### src/rtl/fav_pkg.sv
// Shared types, constants and helper functions for the flow arrow vertex builder.
// Used by every module under rtl; depends on nothing else.
package fav_pkg;

	localparam int CFG_IDX_W  = 3;
	localparam int CFG_DATA_W = 16;
	localparam int DIV_NW     = 44;
	localparam int DIV_DW     = 24;
	localparam int CRD_W      = 34;
	localparam int COR_W      = 36;
	localparam int COR_STEPS  = 14;

	localparam logic [CFG_IDX_W-1:0] REG_FRAME_WIDTH  = 3'd0;
	localparam logic [CFG_IDX_W-1:0] REG_FRAME_HEIGHT = 3'd1;
	localparam logic [CFG_IDX_W-1:0] REG_ARROW_SCALE  = 3'd2;
	localparam logic [CFG_IDX_W-1:0] REG_MIN_LENGTH   = 3'd3;
	localparam logic [CFG_IDX_W-1:0] REG_MAX_MAG      = 3'd4;
	localparam logic [CFG_IDX_W-1:0] REG_HEAD_FRAC    = 3'd5;
	localparam logic [CFG_IDX_W-1:0] REG_HEAD_COS     = 3'd6;
	localparam logic [CFG_IDX_W-1:0] REG_HEAD_SIN     = 3'd7;

	localparam logic [2:0] SLOT_LAST = 3'd5;

	typedef struct packed {
		logic [15:0]        origin_col;
		logic [15:0]        origin_row;
		logic signed [15:0] flow_dx;
		logic signed [15:0] flow_dy;
		logic [15:0]        flow_magnitude;
	} fav_in_t;

	typedef struct packed {
		logic signed [15:0] vertex_x;
		logic signed [15:0] vertex_y;
		logic [7:0]         red;
		logic [7:0]         green;
		logic [7:0]         blue;
		logic [2:0]         vertex_slot;
		logic               last;
	} fav_out_t;

	typedef struct packed {
		logic [15:0] origin_col;
		logic [15:0] origin_row;
		logic [15:0] dx_mag;
		logic        dx_neg;
		logic [15:0] dy_mag;
		logic        dy_neg;
		logic [15:0] flow_magnitude;
	} fav_item_t;

	typedef struct packed {
		logic [11:0]        frame_width;
		logic [11:0]        frame_height;
		logic [11:0]        arrow_scale;
		logic [12:0]        min_length;
		logic [15:0]        max_flow_magnitude;
		logic [7:0]         head_fraction;
		logic signed [15:0] head_cosine;
		logic signed [15:0] head_sine;
	} fav_cfg_t;

	typedef struct packed {
		logic              start;
		logic [DIV_NW-1:0] num;
		logic [DIV_DW-1:0] den;
	} fav_div_req_t;

	function automatic logic [13:0] atan_bam(input logic [3:0] i);
		logic [13:0] a;
		case (i)
			4'd0: a = 14'd8192;
			4'd1: a = 14'd4836;
			4'd2: a = 14'd2555;
			4'd3: a = 14'd1297;
			4'd4: a = 14'd651;
			4'd5: a = 14'd326;
			4'd6: a = 14'd163;
			4'd7: a = 14'd81;
			4'd8: a = 14'd41;
			4'd9: a = 14'd20;
			4'd10: a = 14'd10;
			4'd11: a = 14'd5;
			4'd12: a = 14'd3;
			4'd13: a = 14'd1;
			default: a = 14'd0;
		endcase
		return a;
	endfunction

	function automatic logic signed [15:0] sat16(input logic signed [39:0] v);
		logic signed [15:0] r;
		if (v > 40'sd32767) begin
			r = 16'sh7fff;
		end else if (v < -40'sd32768) begin
			r = 16'sh8000;
		end else begin
			r = v[15:0];
		end
		return r;
	endfunction

	// Divide by 2^22, rounding to nearest with ties away from zero.
	function automatic logic signed [35:0] round_shr22(input logic signed [57:0] v);
		logic [57:0] m;
		logic [35:0] q;
		m = v[57] ? 58'(-v) : 58'(v);
		m = m + 58'd2097152;
		q = m[57:22];
		return v[57] ? -$signed(q) : $signed(q);
	endfunction

endpackage

### src/rtl/fav_front.sv
// Front end: accepts flow vectors, splits the displacements into sign and
// magnitude, and holds them in a two-entry queue. Depends on fav_pkg.
module fav_front (
	input  logic               clk,
	input  logic               arst_n,
	input  logic               vec_valid,
	output logic               vec_ready,
	input  fav_pkg::fav_in_t   vec,
	output logic               q_valid,
	output fav_pkg::fav_item_t q_item,
	input  logic               q_pop
);
	import fav_pkg::*;

	fav_item_t  mem_q [2];
	fav_item_t  item;
	logic       wr_q;
	logic       rd_q;
	logic [1:0] cnt_q;
	logic       push;

	assign vec_ready = (cnt_q != 2'd2);
	assign push      = vec_valid && vec_ready;
	assign q_valid   = (cnt_q != 2'd0);
	assign q_item    = mem_q[rd_q];

	always_comb begin
		item.origin_col     = vec.origin_col;
		item.origin_row     = vec.origin_row;
		item.dx_neg         = vec.flow_dx[15];
		item.dx_mag         = vec.flow_dx[15] ? (~vec.flow_dx + 16'd1) : vec.flow_dx;
		item.dy_neg         = vec.flow_dy[15];
		item.dy_mag         = vec.flow_dy[15] ? (~vec.flow_dy + 16'd1) : vec.flow_dy;
		item.flow_magnitude = vec.flow_magnitude;
	end

	always_ff @(posedge clk) begin
		if (push) begin
			mem_q[wr_q] <= item;
		end
	end

	always_ff @(posedge clk or negedge arst_n) begin
		if (!arst_n) begin
			wr_q  <= 1'b0;
			rd_q  <= 1'b0;
			cnt_q <= 2'd0;
		end else begin
			if (push) begin
				wr_q <= ~wr_q;
			end
			if (q_pop) begin
				rd_q <= ~rd_q;
			end
			cnt_q <= cnt_q + {1'b0, push} - {1'b0, q_pop};
		end
	end

endmodule

### config.mk
export PLATFORM = sky130hd
export DESIGN_NAME = fav_front
export DESIGN_NICKNAME = d
export VERILOG_FILES = /design/src/rtl/fav_pkg.sv /design/src/rtl/fav_front.sv
export SDC_FILE = /design/constraint.sdc
export NUM_CORES = 1
export LEC_CHECK = 0
export ABC_AREA = 1
export BUFFER_PORTS_ARGS = -buffer_cell sky130_fd_sc_hd__clkbuf_2
export CORE_MARGIN = 4
export CORE_UTILIZATION = 53
export CTS_CLUSTER_DIAMETER = 50
export CTS_CLUSTER_SIZE = 12
export DETAILED_ROUTE_END_ITERATION = 10
export HOLD_SLACK_MARGIN = 0.1
export PLACE_DENSITY = 0.79
export SKIP_CTS_REPAIR_TIMING = 1
export SLEW_MARGIN = 20
export SYNTH_ARGS = -nofsm -noshare
export SYNTH_HDL_FRONTEND = slang
export SYNTH_SLANG_ARGS = --single-unit
export TNS_END_PERCENT = 20
### constraint.sdc
create_clock -name clk -period 6.1 [get_ports clk]
set_input_delay 1.22 -clock clk [delete_from_list [all_inputs] [get_ports clk]]
set_output_delay 1.22 -clock clk [all_outputs]
set_load 0.02 [all_outputs]
* Word level (Yosys, flattened, before mapping)
Memories as Yosys holds them, arrays and structs flattened.
Cells that the tools add are included.
** Word-level totals
- Flip-flop bits (word level) :: 4
- Bits in writable memories :: 164
- Bits of input ports :: 84
- Output and inout bits :: 84
- Word-level logic and storage cells :: 19
- Memories kept :: 1
** Memories
- mem_q :: depth 2, bits a word 82, rd ports 1, clocked after Yosys merged registers in 0, write ports 1, line fav_front.sv:15 : fav_item_t mem_q [2];
** Cells by class
- $add $sub $neg :: 4
- Equal/unequal tests :: 1
- Mux-type cells :: 4
- Bitwise logic cells :: 4
- Reduce and logical (&&, ||, !) cells :: 2
** Operators with widths (count)
- 16-bit by 1-bit adder with 16-bit output (second input constant) :: 2
- 16-bit 2-to-1 mux :: 2
- 16-bit NOT :: 2
- 2-bit by 1-bit adder with 2-bit output :: 1
- 1-bit 2-to-1 mux :: 2
- 2-bit != test (second input constant) :: 1
- 1-bit NOT :: 2
- 2-bit nonzero test :: 1
- 2-bit by 1-bit subtractor with 2-bit output :: 1
- 1-bit logical AND :: 1

* Depth between registers and ports, before layout
- Word-level depth :: 4
- Gate-level depth with buffers :: 9
- Gate-level depth less buffers :: 9

* Worst setup path after synthesis
OpenSTA, ideal clock, no wires.
- Path type :: input port to flip-flop
- Start point :: in vec_valid
- End point :: mem mem_q[1][0] in the netlist's numbering, enable pin
- Library setup time :: 0.525 ns
- Data arrival time :: 4.789 ns
- Required time :: 5.575 ns
- Path slack :: 0.786 ns
- Stages on the path :: 2
- Path buffers :: 0
- Cells stage by stage :: nand2_1 nor2_1
** On the way
- Cells in the longest elaborated chain, start to end :: 3
** Ends and longest elaborated chain
- start: declaration :: line fav_front.sv:6 : input logic vec_valid,
- 1-bit logical AND :: line fav_front.sv:23 : assign push = vec_valid && vec_ready;
- 1-bit 2-to-1 mux :: line fav_front.sv:38 : if (push) begin
- 1-bit 2-to-1 mux (not written as such) :: line fav_front.sv:39 : mem_q[wr_q] <= item;
- end: declaration :: line fav_front.sv:15
Every way passes these cells.

==> flow_summary.ini <==
[place]
place_hpwl_mm = 8.93
dp_cells = 780
numPortBuffers = 167
place.gp.congestion = 0.804

[detailed_routing]
drtPass1Iterations = 4
wirelength_mm = 13.3
postRouteAntennaNets = 0
drtIter0Drc = 235
drc_errors = 0
detail_route.wl_per_cell_um = 16.4
via_per_inst = 5.11
vias = 4154

[setup_path]
cp.required_ps = 4880
worstSetupStartpointType = flop
crit_fanout = 55
rr_worst_depth = 4
worst-setup-path-type = flop to primary output
r2r_setup_slack_ps = 3800
worstPathArrival_ps = 2050
critPathCaptureType = primary output

[layout]
finish.utilization_pct = 67.1
final_cell_mix = clkbuf_2 (167), edfxtp_1 (164), mux2_2 (82), nand2_1 (73), inv_1 (30)
drive_above_1_share_pct = 45.6
area_growth_pct = 22.8
diodes = 0
layout.nets = 715
fin_cells = 813
final_common_cell = clkbuf_2

[timing]
max_freq_ghz = 0.306
drv_slew = 0
finalCritPeriodShare_pct = 53.6
period_needed_ps = 3270
slew_headroom_pct = 47.0
worst_pin_slew_ps = 796
fin_tns_setup_ps = 0
setup_viol = 0
hold_viol = 0
rsz0062_at_grt = no
fin_worst_skew_ps = 8.40

[worst_hold_path]
hold_class = flop to flop
hold_depth = 1

[cts]
h-tree-depth = 4
numCtsBuffers = 17
cts_root_buf = clkbuf_16
clk-insertion-delay-late_ps = 420
clkSinkCount = 168
cts_tree = built
clkTransAtPathRegs_ps = 60
clock_path_buffers = 2

[global_routing]
grt_max_degree = 84
globalRoute.totalOverflow = 0
grt.total_usage_pct = 18.1
grt_pass1_wl_mm = 20.3
grt_pass1_vias = 4185
antenna_found_initial = 0

[synth]
syn_nets = 537
ys_warn_count = 0
netlist-cell-type-count = 23
synthCells = 450
synth-seq-cells = 168
seq_area_frac_synth_pct = 72.3
syn-cell-area_mm2 = 0.00695
avgSynthCellArea_um2 = 15.4

[power]
peakVddDrop_v = 0.000255
power_density_mw_per_mm2 = 466
p_leak_nw = 3.43
finalPower_mw = 3.98

[die]
start_util_pct = 54.6
coreArea_mm2 = 0.0127
die_area_mm2 = 0.0150
die_h_um = 123
chipWidth_um = 123
row_count = 41
io_pins = 168

[run]
maxCapViolations = 0

[outcome]
outcome = finished, final reports clean
worst max-delay path: stages, from the launching register on:
cell and delay [ps]:
dfrtp_4 700, buf_16 310, mux2_2 400, clkbuf_2 160
routing by layer:
layer | track usage, % | up-vias | share of wire (%)
met5 | 0 | - | 0
met4 | 6.37 | 0 | 0.83
met3 | 5.35 | 10 | 6.2
met2 | 31.8 | 123 | 53
met1 | 21.1 | 2026 | 40
li1 | - | 1995 | -
cell families after synthesis:
group,synth area share [%]
AOI/OAI and AO/OA,0.972
xor gates and xnor gates,2.02
adders and majority gates,0.540
buffers and inverters,3.33
DFF,72.3
muxes,13.3
and+or+nand+nor,7.58
registers in the layout (all words and copies together), names as in the netlist:
| name | flops |
|---|---|
| mem_q | 164 |
| rd_q | 1 |
| cnt_q | 2 |
| wr_q | 1 |
final timing paths:
path	start	endpoint
worst max-delay path	rd_q$_DFFE_PN0P_	q_item[33]
worst min-delay path	cnt_q[0]$_DFF_PN0_	cnt_q[0]$_DFF_PN0_
worst max register to register	cnt_q[1]$_DFF_PN0_	mem_q[1][18]$_DFFE_PP_
worst min register to register	cnt_q[0]$_DFF_PN0_	cnt_q[0]$_DFF_PN0_
max in group asynchronous	arst_n	rd_q$_DFFE_PN0P_
min in group asynchronous	arst_n	wr_q$_DFFE_PN0P_
area by class of cell:
| cell class | count | area [µm²] |
|---|---|---|
| inverter | 31 | 116 |
| multi-input combinational | 239 | 1710 |
| timing repair buffer | 171 | 910 |
| sequential | 168 | 5030 |
| clock inverter | 14 | 124 |
| fill | 915 | 4190 |
| clock buffer | 18 | 429 |
| tap | 172 | 215 |
power by group:
group,internal (mW),switching (mW)
Clock,0.562,0.431
Sequential,1.59,0.0953
Combinational,0.507,0.794
synth_stat cells, drive strengths merged:
library cell  count  share of area [%]
ha                3               0.54
nand3            22                1.6
nand2            74                4.0
xor2              7               0.88
edfxtp          164                 71
nand4             4               0.36
nor2             26                1.4
a21oi             1              0.072
buf              12                1.7
or2               1              0.090
mux2             82                 13
o21ai             8               0.63
nor3              1              0.072
inv              31                1.7
o21bai            1               0.27
xnor2             9                1.1
dfrtp             4                1.4
stage by stage:
stage | hold slack [ps] | worst slack [ps] | area (µm²)
floorplan | 485 | 786 | 6950
global placement | 500 | 2610 | 7920
detailed placement | 511 | 2960 | 7950
CTS | 525 | 2630 | 8500
global route | 555 | 2750 | 8530
finish | 520 | 2830 | 8530
No activity file was read; power rests on OpenSTA's default activity.
